===== src/rtl/core/dcgw_pkg.sv =====
package dcgw_pkg;

  localparam int unsigned CfgIdxW  = 8;
  localparam int unsigned CfgDataW = 32;
  localparam int unsigned OffsetW  = 19;
  localparam int unsigned DivisorW = 8;
  localparam int unsigned ZStepW   = 16;
  localparam int unsigned ZW       = 32;

  typedef enum logic [CfgIdxW-1:0] {
    REG_CORNER_OFFSET = 8'd0,
    REG_STEP_DIVISOR  = 8'd1,
    REG_Z_STEP        = 8'd2
  } cfg_reg_e;

  localparam logic [CfgIdxW-1:0]  RegCornerOffsetIdx = REG_CORNER_OFFSET;
  localparam logic [OffsetW-1:0]  CornerOffsetRst    = 19'd4096;
  localparam logic [DivisorW-1:0] StepDivisorRst     = 8'd2;
  localparam logic [ZStepW-1:0]   ZStepRst           = 16'd4096;

  localparam logic [7:0] ChrAUp = 8'h41;
  localparam logic [7:0] ChrALo = 8'h61;
  localparam logic [7:0] ChrCUp = 8'h43;
  localparam logic [7:0] ChrCLo = 8'h63;
  localparam logic [7:0] ChrGUp = 8'h47;
  localparam logic [7:0] ChrGLo = 8'h67;
  localparam logic [7:0] ChrTUp = 8'h54;
  localparam logic [7:0] ChrTLo = 8'h74;
  localparam logic [7:0] ChrGap = 8'h2d;

  typedef enum logic [2:0] {
    COL_RED     = 3'd0,
    COL_GREEN   = 3'd1,
    COL_BLUE    = 3'd2,
    COL_MAGENTA = 3'd3,
    COL_GREY    = 3'd4
  } colour_e;

  typedef enum logic [1:0] {
    KIND_BASE,
    KIND_GAP,
    KIND_JUNK
  } kind_e;

  typedef struct packed {
    kind_e   kind;
    colour_e colour;
    logic    neg_x;
    logic    neg_y;
  } base_dec_t;

  typedef struct packed {
    logic                start;
    logic [DivisorW-1:0] divisor;
  } div_req_t;

  function automatic base_dec_t decode_char(logic [7:0] ch);
    base_dec_t d;
    d = '{kind: KIND_JUNK, colour: COL_RED, neg_x: 1'b0, neg_y: 1'b0};
    case (ch) inside
      ChrAUp, ChrALo: d = '{kind: KIND_BASE, colour: COL_RED,     neg_x: 1'b1, neg_y: 1'b1};
      ChrGUp, ChrGLo: d = '{kind: KIND_BASE, colour: COL_GREEN,   neg_x: 1'b0, neg_y: 1'b1};
      ChrCUp, ChrCLo: d = '{kind: KIND_BASE, colour: COL_BLUE,    neg_x: 1'b1, neg_y: 1'b0};
      ChrTUp, ChrTLo: d = '{kind: KIND_BASE, colour: COL_MAGENTA, neg_x: 1'b0, neg_y: 1'b0};
      ChrGap:         d = '{kind: KIND_GAP,  colour: COL_GREY,    neg_x: 1'b0, neg_y: 1'b0};
      default:        d = '{kind: KIND_JUNK, colour: COL_RED,     neg_x: 1'b0, neg_y: 1'b0};
    endcase
    return d;
  endfunction

endpackage


===== src/rtl/core/dcgw_if.sv =====
interface dcgw_in_if;
  logic       valid;
  logic       ready;
  logic [7:0] base_char;
  logic       restart;

  modport source (output valid, output base_char, output restart, input ready);
  modport sink   (input valid, input base_char, input restart, output ready);
endinterface

interface dcgw_out_if #(
  parameter int unsigned COORD_BITS = 20
);
  logic                         valid;
  logic                         ready;
  logic signed [COORD_BITS-1:0] point_x;
  logic signed [COORD_BITS-1:0] point_y;
  logic [31:0]                  point_z;
  logic [2:0]                   colour_code;
  logic                         accepted;

  modport source (output valid, output point_x, output point_y, output point_z,
                  output colour_code, output accepted, input ready);
  modport sink   (input valid, input point_x, input point_y, input point_z,
                  input colour_code, input accepted, output ready);
endinterface

interface dcgw_cfg_if;
  logic        valid;
  logic        ready;
  logic [7:0]  index;
  logic [31:0] data;

  modport source (output valid, output index, output data, input ready);
  modport sink   (input valid, input index, input data, output ready);
endinterface


===== src/rtl/core/dna_chaos_game_walk_step_unit.sv =====
// DNA chaos-game walk step. One ASCII character per item; A/C/G/T (either case) move
// the kept point (x, y) toward its square corner by (corner - prev) / step_divisor,
// truncated toward zero, and add z_step to z; '-' keeps x, y and adds z_step; any
// other character returns an all-zero result with accepted = 0 and leaves the state
// alone. A base runs the single bit-per-cycle divider once for x and once for y;
// a gap or a rejected character goes straight to the result without the divider.
// The input is not ready while an item is in work. Configuration writes are always
// taken; write them only while idle.
module dna_chaos_game_walk_step_unit #(
  parameter int unsigned COORD_BITS = 20
) (
  input  logic   clk_i,
  input  logic   rst_ni,
  dcgw_in_if.sink     in_if,
  dcgw_out_if.source  out_if,
  dcgw_cfg_if.sink    cfg_if
);
  import dcgw_pkg::*;

  localparam int unsigned CB = COORD_BITS;
  localparam logic [CB-1:0] CoordMax = {1'b0, {(CB-1){1'b1}}};

  typedef enum logic [1:0] {
    S_IDLE,
    S_X,
    S_Y,
    S_DONE
  } state_e;

  state_e state_q;

  logic [OffsetW-1:0]  corner_offset_q;
  logic [DivisorW-1:0] step_divisor_q;
  logic [ZStepW-1:0]   z_step_q;

  logic [CB-1:0] last_x_q, last_y_q;
  logic [ZW-1:0] last_z_q;
  logic [CB-1:0] px_q, py_q, nx_q, ny_q;
  logic [ZW-1:0] nz_q;
  colour_e       colour_q;
  logic          acc_q;
  logic          neg_y_q;
  logic          dneg_q;

  logic          out_valid_q;
  logic [CB-1:0] out_x_q, out_y_q;
  logic [ZW-1:0] out_z_q;
  colour_e       out_colour_q;
  logic          out_acc_q;

  base_dec_t     dec;
  logic          in_fire;
  logic          out_free;
  logic [CB-1:0] in_px, in_py;
  logic [ZW-1:0] in_pz;

  logic [32:0]         g_wide;
  logic [CB-1:0]       g_sat;
  logic [CB-1:0]       prev_sel;
  logic                neg_sel;
  logic signed [CB:0]  corner_s, diff_s, mag_s;
  logic                diff_neg;
  logic [CB-1:0]       dividend;

  div_req_t      div_req;
  logic          div_done;
  logic [CB-1:0] quotient;

  logic [CB-1:0]       step_base;
  logic signed [CB:0]  q_s, sum_s;
  logic [CB-1:0]       step_new;

  assign in_fire  = in_if.valid && in_if.ready;
  assign out_free = !out_valid_q || out_if.ready;
  assign dec      = decode_char(in_if.base_char);
  assign in_px    = in_if.restart ? '0 : last_x_q;
  assign in_py    = in_if.restart ? '0 : last_y_q;
  assign in_pz    = in_if.restart ? '0 : last_z_q;

  // Corner distance saturates to the largest positive coordinate.
  always_comb begin
    g_wide = 33'(corner_offset_q);
    g_sat  = (g_wide > 33'(CoordMax)) ? CoordMax : g_wide[CB-1:0];
  end

  // Shared difference path: x straight from the input side, y from the captured prev.
  always_comb begin
    prev_sel = (state_q == S_IDLE) ? in_px : py_q;
    neg_sel  = (state_q == S_IDLE) ? dec.neg_x : neg_y_q;
    corner_s = neg_sel ? -$signed({1'b0, g_sat}) : $signed({1'b0, g_sat});
    diff_s   = corner_s - $signed({prev_sel[CB-1], prev_sel});
    diff_neg = diff_s[CB];
    mag_s    = diff_neg ? -diff_s : diff_s;
    dividend = mag_s[CB-1:0];
  end

  always_comb begin
    div_req.divisor = (step_divisor_q == '0) ? DivisorW'(1) : step_divisor_q;
    div_req.start   = (in_fire && dec.kind == KIND_BASE) || (state_q == S_X && div_done);
  end

  dcgw_div #(
    .W (CB)
  ) u_div (
    .clk_i      (clk_i),
    .rst_ni     (rst_ni),
    .req_i      (div_req),
    .dividend_i (dividend),
    .done_o     (div_done),
    .quotient_o (quotient)
  );

  // Shared step adder: prev plus the signed quotient.
  always_comb begin
    step_base = (state_q == S_X) ? px_q : py_q;
    q_s       = dneg_q ? -$signed({1'b0, quotient}) : $signed({1'b0, quotient});
    sum_s     = $signed({step_base[CB-1], step_base}) + q_s;
    step_new  = sum_s[CB-1:0];
  end

  assign cfg_if.ready = 1'b1;

  always_ff @(posedge clk_i or negedge rst_ni) begin
    if (!rst_ni) begin
      corner_offset_q <= CornerOffsetRst;
      step_divisor_q  <= StepDivisorRst;
      z_step_q        <= ZStepRst;
    end else if (cfg_if.valid) begin
      case (cfg_if.index)
        REG_CORNER_OFFSET: corner_offset_q <= cfg_if.data[OffsetW-1:0];
        REG_STEP_DIVISOR:  step_divisor_q  <= cfg_if.data[DivisorW-1:0];
        REG_Z_STEP:        z_step_q        <= cfg_if.data[ZStepW-1:0];
        default: ;
      endcase
    end
  end

  always_ff @(posedge clk_i or negedge rst_ni) begin
    if (!rst_ni) begin
      state_q      <= S_IDLE;
      last_x_q     <= '0;
      last_y_q     <= '0;
      last_z_q     <= '0;
      px_q         <= '0;
      py_q         <= '0;
      nx_q         <= '0;
      ny_q         <= '0;
      nz_q         <= '0;
      colour_q     <= COL_RED;
      acc_q        <= 1'b0;
      neg_y_q      <= 1'b0;
      dneg_q       <= 1'b0;
      out_valid_q  <= 1'b0;
      out_x_q      <= '0;
      out_y_q      <= '0;
      out_z_q      <= '0;
      out_colour_q <= COL_RED;
      out_acc_q    <= 1'b0;
    end else begin
      // in S_DONE the output register is reloaded below whenever it drains
      if (out_valid_q && out_if.ready && state_q != S_DONE) begin
        out_valid_q <= 1'b0;
      end
      case (state_q)
        S_IDLE: begin
          if (in_fire) begin
            px_q    <= in_px;
            py_q    <= in_py;
            neg_y_q <= dec.neg_y;
            dneg_q  <= diff_neg;
            case (dec.kind)
              KIND_BASE: begin
                nz_q     <= in_pz + ZW'(z_step_q);
                colour_q <= dec.colour;
                acc_q    <= 1'b1;
                state_q  <= S_X;
              end
              KIND_GAP: begin
                nx_q     <= in_px;
                ny_q     <= in_py;
                nz_q     <= in_pz + ZW'(z_step_q);
                colour_q <= COL_GREY;
                acc_q    <= 1'b1;
                state_q  <= S_DONE;
              end
              default: begin
                nx_q     <= '0;
                ny_q     <= '0;
                nz_q     <= '0;
                colour_q <= COL_RED;
                acc_q    <= 1'b0;
                state_q  <= S_DONE;
              end
            endcase
          end
        end
        S_X: begin
          if (div_done) begin
            nx_q    <= step_new;
            dneg_q  <= diff_neg;
            state_q <= S_Y;
          end
        end
        S_Y: begin
          if (div_done) begin
            ny_q    <= step_new;
            state_q <= S_DONE;
          end
        end
        S_DONE: begin
          if (out_free) begin
            out_valid_q  <= 1'b1;
            out_x_q      <= nx_q;
            out_y_q      <= ny_q;
            out_z_q      <= nz_q;
            out_colour_q <= colour_q;
            out_acc_q    <= acc_q;
            if (acc_q) begin
              last_x_q <= nx_q;
              last_y_q <= ny_q;
              last_z_q <= nz_q;
            end
            state_q <= S_IDLE;
          end
        end
        default: state_q <= S_IDLE;
      endcase
    end
  end

  assign in_if.ready        = (state_q == S_IDLE);
  assign out_if.valid       = out_valid_q;
  assign out_if.point_x     = out_x_q;
  assign out_if.point_y     = out_y_q;
  assign out_if.point_z     = out_z_q;
  assign out_if.colour_code = out_colour_q;
  assign out_if.accepted    = out_acc_q;

  a_div_idle_quiet : assert property (@(posedge clk_i) disable iff (!rst_ni)
    (state_q == S_IDLE || state_q == S_DONE) |-> !div_done)
    else $error("divider finished outside a step");

  a_accept_leaves_idle : assert property (@(posedge clk_i) disable iff (!rst_ni)
    in_fire |=> state_q != S_IDLE)
    else $error("accepted item did not start work");

  a_reject_zero : assert property (@(posedge clk_i) disable iff (!rst_ni)
    (out_valid_q && !out_acc_q) |->
      (out_x_q == '0 && out_y_q == '0 && out_z_q == '0 && out_colour_q == COL_RED))
    else $error("rejected item carries nonzero fields");

  a_result_from_done : assert property (@(posedge clk_i) disable iff (!rst_ni)
    $rose(out_valid_q) |-> $past(state_q) == S_DONE)
    else $error("result loaded outside the done state");

endmodule


===== src/rtl/core/dcgw_div.sv =====
// Restoring divider, one quotient bit per cycle, msb first.
module dcgw_div #(
  parameter int unsigned W = 20
) (
  input  logic                 clk_i,
  input  logic                 rst_ni,
  input  dcgw_pkg::div_req_t   req_i,
  input  logic [W-1:0]         dividend_i,
  output logic                 done_o,
  output logic [W-1:0]         quotient_o
);
  import dcgw_pkg::*;

  localparam int unsigned CntW = $clog2(W);

  logic [DivisorW-1:0] rem_q, rem_d;
  logic [DivisorW-1:0] div_q;
  logic [W-1:0]        quo_q, quo_d;
  logic [CntW-1:0]     cnt_q;
  logic                busy_q;
  logic                done_q;
  logic [DivisorW:0]   trial;
  logic                ge;

  always_comb begin
    trial = {rem_q, quo_q[W-1]};
    ge    = trial >= {1'b0, div_q};
    rem_d = ge ? DivisorW'(trial - {1'b0, div_q}) : trial[DivisorW-1:0];
    quo_d = {quo_q[W-2:0], ge};
  end

  always_ff @(posedge clk_i or negedge rst_ni) begin
    if (!rst_ni) begin
      busy_q <= 1'b0;
      done_q <= 1'b0;
      cnt_q  <= '0;
      rem_q  <= '0;
      div_q  <= '0;
      quo_q  <= '0;
    end else begin
      done_q <= 1'b0;
      if (req_i.start) begin
        busy_q <= 1'b1;
        cnt_q  <= CntW'(W - 1);
        rem_q  <= '0;
        div_q  <= req_i.divisor;
        quo_q  <= dividend_i;
      end else if (busy_q) begin
        rem_q <= rem_d;
        quo_q <= quo_d;
        if (cnt_q == '0) begin
          busy_q <= 1'b0;
          done_q <= 1'b1;
        end else begin
          cnt_q <= cnt_q - 1'b1;
        end
      end
    end
  end

  assign done_o     = done_q;
  assign quotient_o = quo_q;

endmodule

===== src/flat_wrapper.sv =====
// flat-port wrapper written by rule: the top's interface ports become plain ports
module dna_chaos_game_walk_step_unit_flat import dcgw_pkg::*;
#(
  parameter int unsigned COORD_BITS = 20
)
  (clk_i, rst_ni, in_if_valid, in_if_base_char, in_if_restart, in_if_ready, out_if_valid, out_if_point_x, out_if_point_y, out_if_point_z, out_if_colour_code, out_if_accepted, out_if_ready, cfg_if_valid, cfg_if_index, cfg_if_data, cfg_if_ready);
  dcgw_in_if in_if_i ();
  dcgw_out_if #(.COORD_BITS(COORD_BITS)) out_if_i ();
  dcgw_cfg_if cfg_if_i ();
  input  logic clk_i;
  input  logic rst_ni;
  input wire logic [$bits(in_if_i.valid)-1:0] in_if_valid;
  input wire logic [$bits(in_if_i.base_char)-1:0] in_if_base_char;
  input wire logic [$bits(in_if_i.restart)-1:0] in_if_restart;
  output wire logic [$bits(in_if_i.ready)-1:0] in_if_ready;
  output wire logic [$bits(out_if_i.valid)-1:0] out_if_valid;
  output wire logic [$bits(out_if_i.point_x)-1:0] out_if_point_x;
  output wire logic [$bits(out_if_i.point_y)-1:0] out_if_point_y;
  output wire logic [$bits(out_if_i.point_z)-1:0] out_if_point_z;
  output wire logic [$bits(out_if_i.colour_code)-1:0] out_if_colour_code;
  output wire logic [$bits(out_if_i.accepted)-1:0] out_if_accepted;
  input wire logic [$bits(out_if_i.ready)-1:0] out_if_ready;
  input wire logic [$bits(cfg_if_i.valid)-1:0] cfg_if_valid;
  input wire logic [$bits(cfg_if_i.index)-1:0] cfg_if_index;
  input wire logic [$bits(cfg_if_i.data)-1:0] cfg_if_data;
  output wire logic [$bits(cfg_if_i.ready)-1:0] cfg_if_ready;
  assign in_if_i.valid = in_if_valid;
  assign in_if_i.base_char = in_if_base_char;
  assign in_if_i.restart = in_if_restart;
  assign in_if_ready = in_if_i.ready;
  assign out_if_valid = out_if_i.valid;
  assign out_if_point_x = out_if_i.point_x;
  assign out_if_point_y = out_if_i.point_y;
  assign out_if_point_z = out_if_i.point_z;
  assign out_if_colour_code = out_if_i.colour_code;
  assign out_if_accepted = out_if_i.accepted;
  assign out_if_i.ready = out_if_ready;
  assign cfg_if_i.valid = cfg_if_valid;
  assign cfg_if_i.index = cfg_if_index;
  assign cfg_if_i.data = cfg_if_data;
  assign cfg_if_ready = cfg_if_i.ready;
  dna_chaos_game_walk_step_unit #(.COORD_BITS(COORD_BITS)) u_core (.clk_i(clk_i), .rst_ni(rst_ni), .in_if(in_if_i), .out_if(out_if_i), .cfg_if(cfg_if_i));
endmodule

===== config.mk =====
export PLATFORM = sky130hd
export DESIGN_NAME = dna_chaos_game_walk_step_unit_flat
export DESIGN_NICKNAME = d
export VERILOG_FILES = /design/src/rtl/core/dcgw_pkg.sv /design/src/rtl/core/dcgw_if.sv /design/src/rtl/core/dna_chaos_game_walk_step_unit.sv /design/src/rtl/core/dcgw_div.sv /design/src/flat_wrapper.sv
export SDC_FILE = /design/constraint.sdc
export NUM_CORES = 1
export LEC_CHECK = 0
export BUFFER_PORTS_ARGS = -buffer_cell sky130_fd_sc_hd__buf_2
export CAP_MARGIN = 0
export CORE_MARGIN = 3
export CORE_UTILIZATION = 45
export DETAILED_ROUTE_END_ITERATION = 12
export PLACE_DENSITY_LB_ADDON = 0.12
export REMOVE_ABC_BUFFERS = 1
export SLEW_MARGIN = 20
export SYNTH_ARGS = -nofsm -noshare
export SYNTH_HDL_FRONTEND = slang
export SYNTH_SLANG_ARGS = --single-unit

===== constraint.sdc =====
create_clock -name clk_i -period 11 [get_ports clk_i]
set_input_delay 1.65 -clock clk_i [delete_from_list [all_inputs] [get_ports clk_i]]
set_output_delay 1.65 -clock clk_i [all_outputs]
set_load 0.01 [all_outputs]

After elaboration in Yosys (flattened, before gate mapping)
Cells that the tools add are included.
{"block": "totals", "register_bits": 355, "elab_cells": 142}
{"block": "op_classes", "eq_ne": 22, "mux": 51, "n_reduce_logical": 32, "magnitude_cmp": 1, "add_sub_neg": 8}
{"operator": "two-way mux 20 bit", "n": 11}
{"operator": "case mux 20 bit (2 select lines)", "n": 4}
{"operator": "== test 8 x 7 -> 1 bit, second input constant", "n": 8}
{"operator": "two-way mux 32 bit", "n": 2}
{"operator": "negator 20 bit", "n": 2}
{"operator": "two-way mux 7 bit", "n": 5}
{"operator": "adder 32 x 16 -> 32 bit", "n": 1}
{"operator": "two-way mux 8 bit", "n": 4}
{"operator": "two-way mux 21 bit", "n": 1}
{"operator": "negator 19 -> 21 bit", "n": 1}
{"operator": "subtractor 21 x 20 -> 21 bit", "n": 1}
{"operator": "adder 20 bit", "n": 1}
{"operator": "zero test 8 bit", "n": 2}
{"operator": "two-way mux 5 bit", "n": 3}
{"operator": "two-way mux 1 bit", "n": 13}
{"operator": "AND reduction 2 bit", "n": 6}
{"operator": "AND reduction 4 bit", "n": 3}
{"operator": "two-way mux 2 bit", "n": 5}
{"operator": "inequality test 2 bit, second input constant", "n": 5}
{"operator": "OR reduction 2 bit", "n": 5}
{"operator": "greater-or-equal comparator 9 x 8 -> 1 bit", "n": 1}
{"operator": "== test 8 x 1 -> 1 bit, second input constant", "n": 1}
{"operator": "== test 8 x 2 -> 1 bit, second input constant", "n": 1}
{"operator": "== test 8 x 6 -> 1 bit, second input constant", "n": 1}
{"operator": "other kinds (15)", "n": 27}

Depth between registers and ports, before layout
Gate-level depths: netlist (run 1).
{"block": "logic_depth", "ltp_word": 12, "mapped_depth": 20, "depth_no_buf": 18}

By module
Synthesis (run 1) repeated with hierarchy kept, for this count alone.
{"block": "unflattened", "hier_cells": 1846, "area_unflattened_um2": 19288.5}
{"mod": "dna_chaos_game_walk_step_unit", "n_inst": 1, "area_per_inst_um2": 16962.5, "cells_per_inst": 1605}
{"mod": "dcgw_div", "n_inst": 1, "area_per_inst_um2": 2326.0, "cells_per_inst": 241}

Worst setup path before layout (run 1)
OpenSTA, ideal clock, no wires.
{"block": "synth_timing", "kind": "input -> register", "from": "input in_if_base_char[7]", "to": "register u_core.u_div.quo_q[19] (netlist: u_core.u_div.quotient_o[19])", "path_buffers": 1, "path_slack_ps": 5806, "required_ps": 10864, "stages": 17, "t_arrival_ps": 5059, "setup_time_ps": 136, "cell_sequence": "nor3b_2 -> nand2_1 -> nor2_1 -> mux2_2 -> clkbuf_1 -> o21ai_0 -> fa_1 -> a21oi_1 -> o21ai_1 -> o221ai_1 -> nand2_1 -> xor2_1 -> or4_4 -> nor3_2 -> a31oi_1 -> xnor2_1 -> a21oi_1"}
{"block": "synth_between", "elab_chain_len": 12, "elab_cells_between_ends": 28, "classes_between": "2 x add/sub; 9 x eq/ne; 9 x mux; 8 x reduce/logical"}
{"item": "start: declaration", "line_no": "flat_wrapper.sv:13", "text": "input wire logic [$bits(in_if_i.base_char)-1:0] in_if_base_char;"}
{"item": "== test 8 x 7 -> 1 bit", "line_no": "dna_chaos_game_walk_step_unit.sv:75", "text": "assign dec = decode_char(in_if.base_char);"}
{"item": "OR reduction 2 bit", "line_no": "dcgw_pkg.sv:60", "text": "case (ch) inside"}
{"item": "two-way mux 7 bit (3 in series)", "line_no": "dcgw_pkg.sv:60"}
{"item": "two-way mux 7 bit *", "line_no": "dcgw_pkg.sv:60"}
{"item": "two-way mux 1 bit", "line_no": "dna_chaos_game_walk_step_unit.sv:89", "text": "neg_sel = (state_q == S_IDLE) ? dec.neg_x : neg_y_q;"}
{"item": "two-way mux 21 bit", "line_no": "dna_chaos_game_walk_step_unit.sv:90", "text": "corner_s = neg_sel ? -$signed({1'b0, g_sat}) : $signed({1'b0, g_sat});"}
{"item": "subtractor 21 x 20 -> 21 bit", "line_no": "dna_chaos_game_walk_step_unit.sv:91", "text": "diff_s = corner_s - $signed({prev_sel[CB-1], prev_sel});"}
{"item": "negator 20 bit", "line_no": "dna_chaos_game_walk_step_unit.sv:93", "text": "mag_s = diff_neg ? -diff_s : diff_s;"}
{"item": "two-way mux 20 bit", "line_no": "dna_chaos_game_walk_step_unit.sv:93"}
{"item": "two-way mux 20 bit", "line_no": "dcgw_div.sv:42", "text": "if (req_i.start) begin"}
{"item": "end signal: assignment", "line_no": "dcgw_div.sv:47", "text": "quo_q <= dividend_i;"}
{"item": "end signal: assignment", "line_no": "dcgw_div.sv:50", "text": "quo_q <= quo_d;"}
{"item": "end: declaration", "line_no": "dcgw_div.sv:18", "text": "logic [W-1:0] quo_q, quo_d;"}
Mark *: on every way between the ends. The rest lies on a longest branch, timed or not.
A chain may end at the register's enable or synchronous reset.

Worst setup path in the final report (run 1)
{"block": "layout_timing", "from": "input in_if_restart", "to": "register u_core.u_div.quo_q[8] (netlist: u_core.u_div.quotient_o[8])"}
{"block": "layout_between", "elab_chain_len": 6}
{"item": "start: declaration", "line_no": "flat_wrapper.sv:14", "text": "input wire logic [$bits(in_if_i.restart)-1:0] in_if_restart;"}
{"item": "two-way mux 20 bit *", "line_no": "dna_chaos_game_walk_step_unit.sv:76", "text": "assign in_px = in_if.restart ? '0 : last_x_q;"}
{"item": "two-way mux 20 bit *", "line_no": "dna_chaos_game_walk_step_unit.sv:88", "text": "prev_sel = (state_q == S_IDLE) ? in_px : py_q;"}
{"item": "subtractor 21 x 20 -> 21 bit *", "line_no": "dna_chaos_game_walk_step_unit.sv:91"}
{"item": "negator 20 bit", "line_no": "dna_chaos_game_walk_step_unit.sv:93"}
{"item": "two-way mux 20 bit *", "line_no": "dna_chaos_game_walk_step_unit.sv:93"}
{"item": "two-way mux 20 bit *", "line_no": "dcgw_div.sv:42"}
Marked as above.

==> impl_results.html, run 1 <==
<table>
<tr><th>Metric</th><th>Value</th></tr>
<tr><th colspan="2">Worst setup path</th></tr>
<tr><td>Data arrival time at the worst-slack endpoint</td><td>5.93 ns</td></tr>
<tr><td>Critical Path Start Type</td><td>input pin</td></tr>
<tr><td>Required time of the critical path</td><td>11.45 ns</td></tr>
<tr><td>Element type at the critical path end</td><td>flip-flop</td></tr>
<tr><td>Top fanout value on the critical path</td><td>39</td></tr>
<tr><td>Start-to-end type of the worst setup path</td><td>input pin to flip-flop</td></tr>
<tr><td>R2R setup slack</td><td>between 5 and 6 ns</td></tr>
<tr><th colspan="2">Global routing</th></tr>
<tr><td>Largest net degree at the start of global routing</td><td>~180</td></tr>
<tr><td>Antenna violations before repair</td><td>1</td></tr>
<tr><td>Leftover overflow at the end of global routing</td><td>0</td></tr>
<tr><td>Total routing usage reported by global routing</td><td>0.203</td></tr>
<tr><td>Wire length of the first global-routing pass</td><td>roughly 73 mm</td></tr>
<tr><td>Number of global-route vias before repair</td><td>~14,000</td></tr>
<tr><th colspan="2">STA</th></tr>
<tr><td>Final period utilization</td><td>0.498</td></tr>
<tr><td>Clock Skews</td><td>about 0.023 ns</td></tr>
<tr><td>Achievable Freq</td><td>approximately 180 MHz</td></tr>
<tr><td>Final critical-path required period</td><td>between 5 and 6 ns</td></tr>
<tr><td>RSZ-0062 raised after global routing</td><td>false</td></tr>
<tr><td>Worst Hold Margin</td><td>between 0.4 and 0.5 ns</td></tr>
<tr><td>Worst relative slew slack</td><td>0.284</td></tr>
<tr><td>Final Hold Vio Count</td><td>0</td></tr>
<tr><td>Accumulated negative setup slack</td><td>0 ns</td></tr>
<tr><td>Count of endpoints failing setup in the final report</td><td>0</td></tr>
<tr><td>Transition time at the pin with the least slew margin</td><td>between 1 and 1.5 ns</td></tr>
<tr><td>Pins Over Slew Limit</td><td>0</td></tr>
<tr><th colspan="2">Clock network</th></tr>
<tr><td>Clock Tree Root</td><td>sky130_fd_sc_hd__clkbuf_16</td></tr>
<tr><td>Number of gates resized after cts</td><td>0</td></tr>
<tr><td>H-tree levels</td><td>2</td></tr>
<tr><td>Hold-fix buffer count after cts</td><td>0</td></tr>
<tr><td>Post-CTS setup buffer count</td><td>0</td></tr>
<tr><td>Worst-skew pair later-pin latency</td><td>around 0.56 ns</td></tr>
<tr><td>TritonCTS clock tree</td><td>built</td></tr>
<tr><td>Total clock buffers created by CTS</td><td>40</td></tr>
<tr><td>Clock Sinks</td><td>355</td></tr>
<tr><td>Clock-pin slew on the worst setup and hold paths</td><td>~0.06 ns</td></tr>
<tr><td>Longest Clk Path Bufs</td><td>3</td></tr>
<tr><th colspan="2">Routing</th></tr>
<tr><td>Mean routed wirelength per cell</td><td>17.9 µm</td></tr>
<tr><td>DRT iter0 DRCs</td><td>between 600 and 700</td></tr>
<tr><td>Count of nets left with antenna violations after detail routing</td><td>0</td></tr>
<tr><td>Total wire length</td><td>about 44 mm</td></tr>
<tr><td>Via-to-Cell Ratio</td><td>around 5.5</td></tr>
<tr><td>Detailed-routing iteration count for the pre-antenna-repair pass</td><td>5</td></tr>
<tr><td>Total vias in the final route</td><td>13,500</td></tr>
<tr><td>Post-route DRC</td><td>0</td></tr>
<tr><th colspan="2">Flow run</th></tr>
<tr><td>Max_cap viols</td><td>0</td></tr>
<tr><th colspan="2">Synth</th></tr>
<tr><td>Area fraction of the dominant cell type after synthesis</td><td>0.463</td></tr>
<tr><td>Most area-hungry cell type in the Yosys netlist</td><td>sky130_fd_sc_hd__dfrtp_1</td></tr>
<tr><td>Number of cells produced by synthesis</td><td>about 1,800</td></tr>
<tr><td>Largest cells by area after synthesis</td><td>sky130_fd_sc_hd__dfrtp_1 (46%), sky130_fd_sc_hd__mux2_2 (13%), sky130_fd_sc_hd__ha_1 (4.7%), sky130_fd_sc_hd__a21oi_1 (3.4%), sky130_fd_sc_hd__o21ai_0 (3.4%)</td></tr>
<tr><td>Count of distinct cell types in the synthesized netlist</td><td>77</td></tr>
<tr><td>Most numerous cell in the Yosys netlist</td><td>sky130_fd_sc_hd__dfrtp_1</td></tr>
<tr><td>Post-synth EDFFs</td><td>0</td></tr>
<tr><td>Async S/R FF share, synth</td><td>1.00</td></tr>
<tr><td>Number of synthesized register bits</td><td>~360</td></tr>
<tr><td>Syn Area/Cell</td><td>10.5 µm²</td></tr>
<tr><td>Mapped Area</td><td>19,000 µm²</td></tr>
<tr><td>Total of warnings raised by yosys</td><td>0</td></tr>
<tr><td>Share of the yosys chip area belonging to registers</td><td>0.467</td></tr>
<tr><td>Synth cell count leaders</td><td>sky130_fd_sc_hd__dfrtp_1 (352), sky130_fd_sc_hd__mux2_2 (223), sky130_fd_sc_hd__nand2_1 (152)</td></tr>
<tr><td>Most used DFF post-synth</td><td>sky130_fd_sc_hd__dfrtp_1</td></tr>
<tr><th colspan="2">Power</th></tr>
<tr><td>Leakage</td><td>10.2 nW</td></tr>
<tr><td>Worst-case vdd ir drop</td><td>0.126 mV</td></tr>
<tr><td>Power density cells</td><td>about 240 nW/µm²</td></tr>
<tr><th colspan="2">Final layout</th></tr>
<tr><td>Post-layout nets</td><td>between 2,000 and 2,500</td></tr>
<tr><td>Post-route non-filler standard cell count</td><td>around 2,500</td></tr>
<tr><td>Total inserted antenna cells</td><td>0</td></tr>
<tr><td>Synth-to-layout area growth</td><td>14.1%</td></tr>
<tr><td>Fraction of final layout cells sized beyond drive strength 1</td><td>0.240</td></tr>
<tr><td>Design Area, Final</td><td>about 22,000 µm²</td></tr>
<tr><th colspan="2">Placed design</th></tr>
<tr><td>Instance area at placement</td><td>between 20,000 and 25,000 µm²</td></tr>
<tr><td>Placer Congestion</td><td>around 0.86</td></tr>
<tr><td>Post-placement cell count</td><td>~2,400</td></tr>
<tr><td>Total half-perimeter wirelength after legalization and detailed placement</td><td>between 30 and 40 mm</td></tr>
<tr><td>Total of buffers placed on input and output ports</td><td>around 120</td></tr>
<tr><th colspan="2">Floorplanning</th></tr>
<tr><td>Chip width</td><td>212 µm</td></tr>
<tr><td>Io pins</td><td>133</td></tr>
<tr><td>Core Area</td><td>41,300 µm²</td></tr>
<tr><td>Initial standard-cell utilization of the core</td><td>0.461</td></tr>
<tr><td>Die area</td><td>44,800 µm²</td></tr>
<tr><td>Vertical extent of the die</td><td>212 µm</td></tr>
<tr><td>Number of placement rows</td><td>74</td></tr>
<tr><th colspan="2">Min path</th></tr>
<tr><td>Worst hold path type</td><td>flip-flop to flip-flop</td></tr>
<tr><th colspan="2">Run status</th></tr>
<tr><td>Run status</td><td>completed</td></tr>
</table>
==> per-layer routing <==
layer,global-route usage,vias to the layer above,part of all wire
li1,-,6584,-
met1,0.278,6612,0.47
met2,0.330,232,0.46
met3,0.0319,72,0.038
met4,0.0697,2,0.027
met5,0,-,0.00029
==> cell families after synthesis <==
group / Yosys count / share of synthesized area
mux: 246 / 0.144
xor+xnor: 116 / 0.0558
buf+inv: 144 / 0.0289
simple gates: 460 / 0.121
fa+ha+maj: 76 / 0.0515
compound gates: 417 / 0.132
flops: 355 / 0.467
other cells: 1 / 0.000197
==> through the flow <==
step                 util  setup WS [ns]  total power, mW
finish              0.526           5.52             5.17
global route        0.526           5.08             5.54
CTS                 0.525           5.58             5.24
detailed placement  0.489           4.99             3.70
global placement    0.489           5.02             3.65
floorplan               -           4.98             3.16
==> cell type report <==
class / count / area [µm²]
clock buffer: 58 / 1210
clock inverter: 16 / 299
fill: 3797 / 19600
inverter: 60 / 225
multi-input combinational: 1316 / 9650
sequential: 355 / 8890
tap: 532 / 666
timing repair buffer: 138 / 783
==> worst max-delay path, cell delays in order <==
cell and delay (ns):
sky130_fd_sc_hd__buf_2 0.49, sky130_fd_sc_hd__buf_4 0.47, sky130_fd_sc_hd__nor2b_1 0.14, sky130_fd_sc_hd__mux2i_1 0.41, sky130_fd_sc_hd__ha_1 0.39, sky130_fd_sc_hd__a21oi_1 0.32, sky130_fd_sc_hd__nand2_1 0.11, sky130_fd_sc_hd__o2111ai_1 0.21
sky130_fd_sc_hd__o2bb2ai_1 0.21, sky130_fd_sc_hd__o21a_1 0.20, sky130_fd_sc_hd__o21ai_1 0.17, sky130_fd_sc_hd__xor2_2 0.67, sky130_fd_sc_hd__a21oi_1 0.12, sky130_fd_sc_hd__xnor2_1 0.17, sky130_fd_sc_hd__a21o_1 0.17
==> worst paths after layout <==
check	start	to	cells past startpoint
setup / recovery	in_if_restart	u_core.u_div.quotient_o[8]	15
hold / removal	u_core.colour_q[2]	u_core.colour_q[2]	2
setup reg to reg	u_core.state_q[1]	u_core.u_div.quotient_o[8]	16
hold reg to reg	u_core.colour_q[2]	u_core.colour_q[2]	2
max in group asynchronous	rst_ni	u_core.out_if.point_z[28]	3
min in group asynchronous	rst_ni	u_core.out_if.point_x[17]	1
==> report_power, final <==
part	internal, mW	leakage, nW	switching [mW]	total, mW
Sequential	1.54	4.65	0.156	1.69
Clock	0.955	0.733	0.549	1.50
Combinational	0.825	4.77	1.15	1.97
Total	3.32	10.2	1.85	5.17
==> cells in the final DEF, fill, tap and decap left out, types with 9 or more instances in the layout <==
cell type,n
sky130_fd_sc_hd__inv_1,60
sky130_fd_sc_hd__o31ai_1,11
sky130_fd_sc_hd__buf_2,117
sky130_fd_sc_hd__clkbuf_8,10
sky130_fd_sc_hd__nand2b_1,40
sky130_fd_sc_hd__nor4_1,9
sky130_fd_sc_hd__nor3_1,27
sky130_fd_sc_hd__nor2b_1,54
sky130_fd_sc_hd__nand2_1,150
sky130_fd_sc_hd__and3_1,10
sky130_fd_sc_hd__mux2_2,223
sky130_fd_sc_hd__xor2_1,39
sky130_fd_sc_hd__dfrtp_1,352
sky130_fd_sc_hd__mux2i_1,23
sky130_fd_sc_hd__nand3_1,13
sky130_fd_sc_hd__xnor2_1,71
sky130_fd_sc_hd__ha_1,70
sky130_fd_sc_hd__a211oi_1,18
sky130_fd_sc_hd__nor2_1,99
sky130_fd_sc_hd__o21bai_1,9
sky130_fd_sc_hd__nand3b_1,12
sky130_fd_sc_hd__o21ai_1,16
sky130_fd_sc_hd__buf_4,18
sky130_fd_sc_hd__clkbuf_16,42
sky130_fd_sc_hd__a21o_1,14
sky130_fd_sc_hd__a22oi_1,23
sky130_fd_sc_hd__a21oi_1,130
sky130_fd_sc_hd__o21ai_0,129
Power figures use the tool's default switching activity.
==> run 2, diff against run 1 <==
--- a/config.mk
+++ b/config.mk
@@ -5,6 +5,7 @@
 export SDC_FILE = /design/constraint.sdc
 export NUM_CORES = 1
 export LEC_CHECK = 0
+export ABC_AREA = 1
 export BUFFER_PORTS_ARGS = -buffer_cell sky130_fd_sc_hd__buf_2
 export CAP_MARGIN = 0
 export CORE_MARGIN = 3
==> constraint.sdc (replaced) <==
create_clock -name clk_i -period 4.5 [get_ports clk_i]
set_input_delay 0.675 -clock clk_i [delete_from_list [all_inputs] [get_ports clk_i]]
set_output_delay 0.675 -clock clk_i [all_outputs]
set_load 0.01 [all_outputs]
==> run 2 against run 1 <==
  * Clock skew up 0.0032 ns
  * Sequential power rose to 2.7 times the previous value
  * Sequential cell count unchanged
  * Critical path depth up 8
  * Largest cell class unchanged
==> impl_results.html, run 2 <==
<table>
<tr><th>Metric</th><th>Value</th></tr>
<tr><th colspan="2">Synth</th></tr>
<tr><td>Area fraction of the dominant cell type after synthesis</td><td>0.438</td></tr>
<tr><td>Async S/R FF share, synth</td><td>1.00</td></tr>
<tr><td>Post-synth EDFFs</td><td>0</td></tr>
<tr><td>Total of warnings raised by yosys</td><td>0</td></tr>
<tr><td>Share of the yosys chip area belonging to registers</td><td>0.442</td></tr>
<tr><td>Mapped Area</td><td>20,100 µm²</td></tr>
<tr><td>Number of synthesized register bits</td><td>between 300 and 400</td></tr>
<tr><td>Most used DFF post-synth</td><td>sky130_fd_sc_hd__dfrtp_1</td></tr>
<tr><td>Syn Area/Cell</td><td>around 7.5 µm²</td></tr>
<tr><td>Most area-hungry cell type in the Yosys netlist</td><td>sky130_fd_sc_hd__dfrtp_1</td></tr>
<tr><td>Count of distinct cell types in the synthesized netlist</td><td>between 50 and 60</td></tr>
<tr><td>Most numerous cell in the Yosys netlist</td><td>sky130_fd_sc_hd__nand2_1</td></tr>
<tr><td>Synth cell count leaders</td><td>sky130_fd_sc_hd__nand2_1 (745), sky130_fd_sc_hd__dfrtp_1 (352), sky130_fd_sc_hd__inv_1 (343), sky130_fd_sc_hd__o21ai_0 (343), sky130_fd_sc_hd__nor2_1 (197)</td></tr>
<tr><td>Number of cells produced by synthesis</td><td>between 2,000 and 3,000</td></tr>
<tr><td>Largest cells by area after synthesis</td><td>sky130_fd_sc_hd__dfrtp_1 (44%), sky130_fd_sc_hd__nand2_1 (14%), sky130_fd_sc_hd__o21ai_0 (8.5%), sky130_fd_sc_hd__inv_1 (6.4%), sky130_fd_sc_hd__ha_1 (4.5%)</td></tr>
<tr><th colspan="2">Clock network</th></tr>
<tr><td>Clock-pin slew on the worst setup and hold paths</td><td>approximately 0.06 ns</td></tr>
<tr><td>TritonCTS clock tree</td><td>built</td></tr>
<tr><td>Clock Sinks</td><td>~360</td></tr>
<tr><td>Longest Clk Path Bufs</td><td>3</td></tr>
<tr><td>Clock Tree Root</td><td>sky130_fd_sc_hd__clkbuf_16</td></tr>
<tr><td>Number of gates resized after cts</td><td>0</td></tr>
<tr><td>Hold-fix buffer count after cts</td><td>0</td></tr>
<tr><td>Worst-skew pair later-pin latency</td><td>approximately 0.57 ns</td></tr>
<tr><td>Total clock buffers created by CTS</td><td>a little over 40</td></tr>
<tr><td>Post-CTS setup buffer count</td><td>0</td></tr>
<tr><td>H-tree levels</td><td>2</td></tr>
<tr><th colspan="2">Routing</th></tr>
<tr><td>Total vias in the final route</td><td>17,500</td></tr>
<tr><td>Mean routed wirelength per cell</td><td>16.7 µm</td></tr>
<tr><td>DRT iter0 DRCs</td><td>between 1,000 and 1,500</td></tr>
<tr><td>Post-route DRC</td><td>0</td></tr>
<tr><td>Count of nets left with antenna violations after detail routing</td><td>0</td></tr>
<tr><td>Detailed-routing iteration count for the pre-antenna-repair pass</td><td>5</td></tr>
<tr><td>Via-to-Cell Ratio</td><td>5.16</td></tr>
<tr><td>Total wire length</td><td>about 57 mm</td></tr>
<tr><th colspan="2">Final layout</th></tr>
<tr><td>Synth-to-layout area growth</td><td>13.1%</td></tr>
<tr><td>Final Util</td><td>0.522</td></tr>
<tr><td>Design Area, Final</td><td>22,700 µm²</td></tr>
<tr><td>Fraction of final layout cells sized beyond drive strength 1</td><td>0.0907</td></tr>
<tr><td>Commonest cells after routing, fill and taps aside</td><td>sky130_fd_sc_hd__nand2_1 (742), sky130_fd_sc_hd__dfrtp_1 (352), sky130_fd_sc_hd__inv_1 (343), sky130_fd_sc_hd__o21ai_0 (343), sky130_fd_sc_hd__nor2_1 (197)</td></tr>
<tr><td>Commonest non-fill, non-tap cell in the layout</td><td>sky130_fd_sc_hd__nand2_1</td></tr>
<tr><td>Area of the multi-input gates</td><td>9480 µm²</td></tr>
<tr><td>Total area of sequential cells</td><td>a little under 9000 µm²</td></tr>
<tr><td>Post-layout nets</td><td>between 2,000 and 3,000</td></tr>
<tr><td>Layout filler cell count</td><td>around 4,300</td></tr>
<tr><td>Total inserted antenna cells</td><td>0</td></tr>
<tr><th colspan="2">Worst setup path</th></tr>
<tr><td>Critical Path Start Type</td><td>flip-flop</td></tr>
<tr><td>Start-to-end type of the worst setup path</td><td>flip-flop to flip-flop</td></tr>
<tr><td>Critical register-to-register path endpoint</td><td>u_core.u_div.quotient_o[12]</td></tr>
<tr><td>R2R Path Start</td><td>u_core.corner_offset_q[0]</td></tr>
<tr><td>Element type at the critical path end</td><td>flip-flop</td></tr>
<tr><td>Data arrival time at the worst-slack endpoint</td><td>4.48 ns</td></tr>
<tr><td>FF-to-FF path depth</td><td>23</td></tr>
<tr><td>Top fanout value on the critical path</td><td>15</td></tr>
<tr><td>Required time of the critical path</td><td>just under 5 ns</td></tr>
<tr><td>R2R setup slack</td><td>around 0.46 ns</td></tr>
<tr><th colspan="2">STA</th></tr>
<tr><td>Final Hold Vio Count</td><td>0</td></tr>
<tr><td>Worst relative slew slack</td><td>0.329</td></tr>
<tr><td>Transition time at the pin with the least slew margin</td><td>around 1 ns</td></tr>
<tr><td>Count of endpoints failing setup in the final report</td><td>0</td></tr>
<tr><td>Final critical-path required period</td><td>slightly above 4 ns</td></tr>
<tr><td>Clock Skews</td><td>between 0.02 and 0.03 ns</td></tr>
<tr><td>Achievable Freq</td><td>~250 MHz</td></tr>
<tr><td>RSZ-0062 raised after global routing</td><td>false</td></tr>
<tr><td>Worst Setup Slack, final</td><td>0.457 ns</td></tr>
<tr><td>Final period utilization</td><td>0.899</td></tr>
<tr><td>Pins Over Slew Limit</td><td>0</td></tr>
<tr><th colspan="2">Placed design</th></tr>
<tr><td>Setup slack at placement</td><td>0.457 ns</td></tr>
<tr><td>Placer Congestion</td><td>0.965</td></tr>
<tr><td>Total of buffers placed on input and output ports</td><td>roughly 120</td></tr>
<tr><td>Instance area at placement</td><td>21,300 µm²</td></tr>
<tr><td>Total half-perimeter wirelength after legalization and detailed placement</td><td>about 42 mm</td></tr>
<tr><th colspan="2">Run status</th></tr>
<tr><td>Run status</td><td>completed</td></tr>
<tr><th colspan="2">Global routing</th></tr>
<tr><td>Largest net degree at the start of global routing</td><td>around 100</td></tr>
<tr><td>Global route hottest layer</td><td>met2</td></tr>
<tr><td>Total routing usage reported by global routing</td><td>0.242</td></tr>
<tr><td>Antenna violations before repair</td><td>3</td></tr>
<tr><td>Wire length of the first global-routing pass</td><td>91.5 mm</td></tr>
<tr><td>Leftover overflow at the end of global routing</td><td>0</td></tr>
<tr><td>Met2 layer usage reported by global route</td><td>0.394</td></tr>
<tr><td>Global-route met1 utilization</td><td>0.331</td></tr>
<tr><td>Routing usage on met3</td><td>0.0327</td></tr>
<tr><td>Number of global-route vias before repair</td><td>about 17,000</td></tr>
<tr><th colspan="2">Floorplanning</th></tr>
<tr><td>Die area</td><td>47,200 µm²</td></tr>
<tr><td>Chip width</td><td>217 µm</td></tr>
<tr><td>Number of placement rows</td><td>76</td></tr>
<tr><td>Core Area</td><td>43,600 µm²</td></tr>
<tr><td>Io pins</td><td>~130</td></tr>
<tr><td>Vertical extent of the die</td><td>around 220 µm</td></tr>
<tr><td>Initial standard-cell utilization of the core</td><td>0.461</td></tr>
<tr><th colspan="2">Min path</th></tr>
<tr><td>Worst hold path type</td><td>input pin to asynchronous set/reset pin</td></tr>
<tr><th colspan="2">Flow run</th></tr>
<tr><td>Max_cap viols</td><td>0</td></tr>
<tr><th colspan="2">Power</th></tr>
<tr><td>Worst-case vdd ir drop</td><td>about 0.35 mV</td></tr>
<tr><td>Leakage</td><td>between 10 and 15 nW</td></tr>
<tr><td>Power density cells</td><td>~700 nW/µm²</td></tr>
<tr><td>Power after layout</td><td>15.6 mW</td></tr>
</table>
-- run 2: power by group --
group | internal, mW | switching [mW]
combinational | 2.42 | 5.10
sequential | 4.02 | 0.481
clock | 2.15 | 1.42
total | 8.59 | 7.00
-- run 2: kinds of logic after synthesis --
kind of cell / share of synthesized area
AO/OA/AOI/OAI: 0.155
adder cells (fa/ha/maj): 0.0488
AND/OR/NAND/NOR: 0.235
flip-flops: 0.442
other: 0.000187
buffers and inverters: 0.0867
XOR/XNOR: 0.0313
-- run 2: per-layer routing --
metal	wire [µm]	vias up
met2	26300	343
met1	26300	8205
li1	-	8860
met4	2050	6
met3	2170	117
met5	35	-
-- run 2: cell type report --
cell class | instances | area share
Clock buffer | 53 | 0.0502
Timing Repair Buffer | 143 | 0.0380
Inverter | 351 | 0.0580
Clock inverter | 23 | 0.0134
Sequential cell | 355 | 0.391
Tap cell | 585 | 0.0322
Multi-Input combinational cell | 1887 | 0.417
-- run 2: how the worst max path moves through the flow --
stage                                    start                     endpoint  slack [ns]
floorplan                         out_if_ready           u_core.last_x_q[0]       -0.95
global placement            in_if_base_char[7]  u_core.u_div.quotient_o[12]        0.47
detailed placement          in_if_base_char[7]  u_core.u_div.quotient_o[12]        0.46
CTS                  u_core.corner_offset_q[0]  u_core.u_div.quotient_o[12]        0.44
global route        u_core.u_div.quotient_o[0]              u_core.ny_q[19]        0.09
finish               u_core.corner_offset_q[0]  u_core.u_div.quotient_o[12]        0.46
-- run 2: critical path: stages (launching register included) --
cell	delay, ns
sky130_fd_sc_hd__dfrtp_1	0.45
sky130_fd_sc_hd__inv_1	0.12
sky130_fd_sc_hd__ha_1	0.14
sky130_fd_sc_hd__inv_1	0.06
sky130_fd_sc_hd__nor3_2	0.20
sky130_fd_sc_hd__inv_1	0.09
sky130_fd_sc_hd__nor2_1	0.15
sky130_fd_sc_hd__nand2_1	0.10
sky130_fd_sc_hd__o31ai_2	0.25
sky130_fd_sc_hd__o21ai_1	0.15
sky130_fd_sc_hd__nor2_1	0.16
sky130_fd_sc_hd__o21ai_0	0.13
sky130_fd_sc_hd__xor2_1	0.17
sky130_fd_sc_hd__ha_1	0.38
sky130_fd_sc_hd__nand4_1	0.16
sky130_fd_sc_hd__a21oi_1	0.06
sky130_fd_sc_hd__nor2_1	0.13
sky130_fd_sc_hd__nand3_2	0.11
sky130_fd_sc_hd__xnor2_2	0.26
sky130_fd_sc_hd__buf_4	0.25
sky130_fd_sc_hd__o21ai_1	0.10
sky130_fd_sc_hd__or2_0	0.20
sky130_fd_sc_hd__nand3_1	0.07
sky130_fd_sc_hd__nand2_1	0.05
-- run 2: through the flow --
stage	hold WS, ns	TNS [ns]	std cells
final	0.0854	0	3397
after global routing	0.114	0	3397
after CTS	0.0718	0	3397
after detailed placement	0.467	0	3321
after global placement	0.461	0	3321
after floorplan	0.379	-88.52	2593
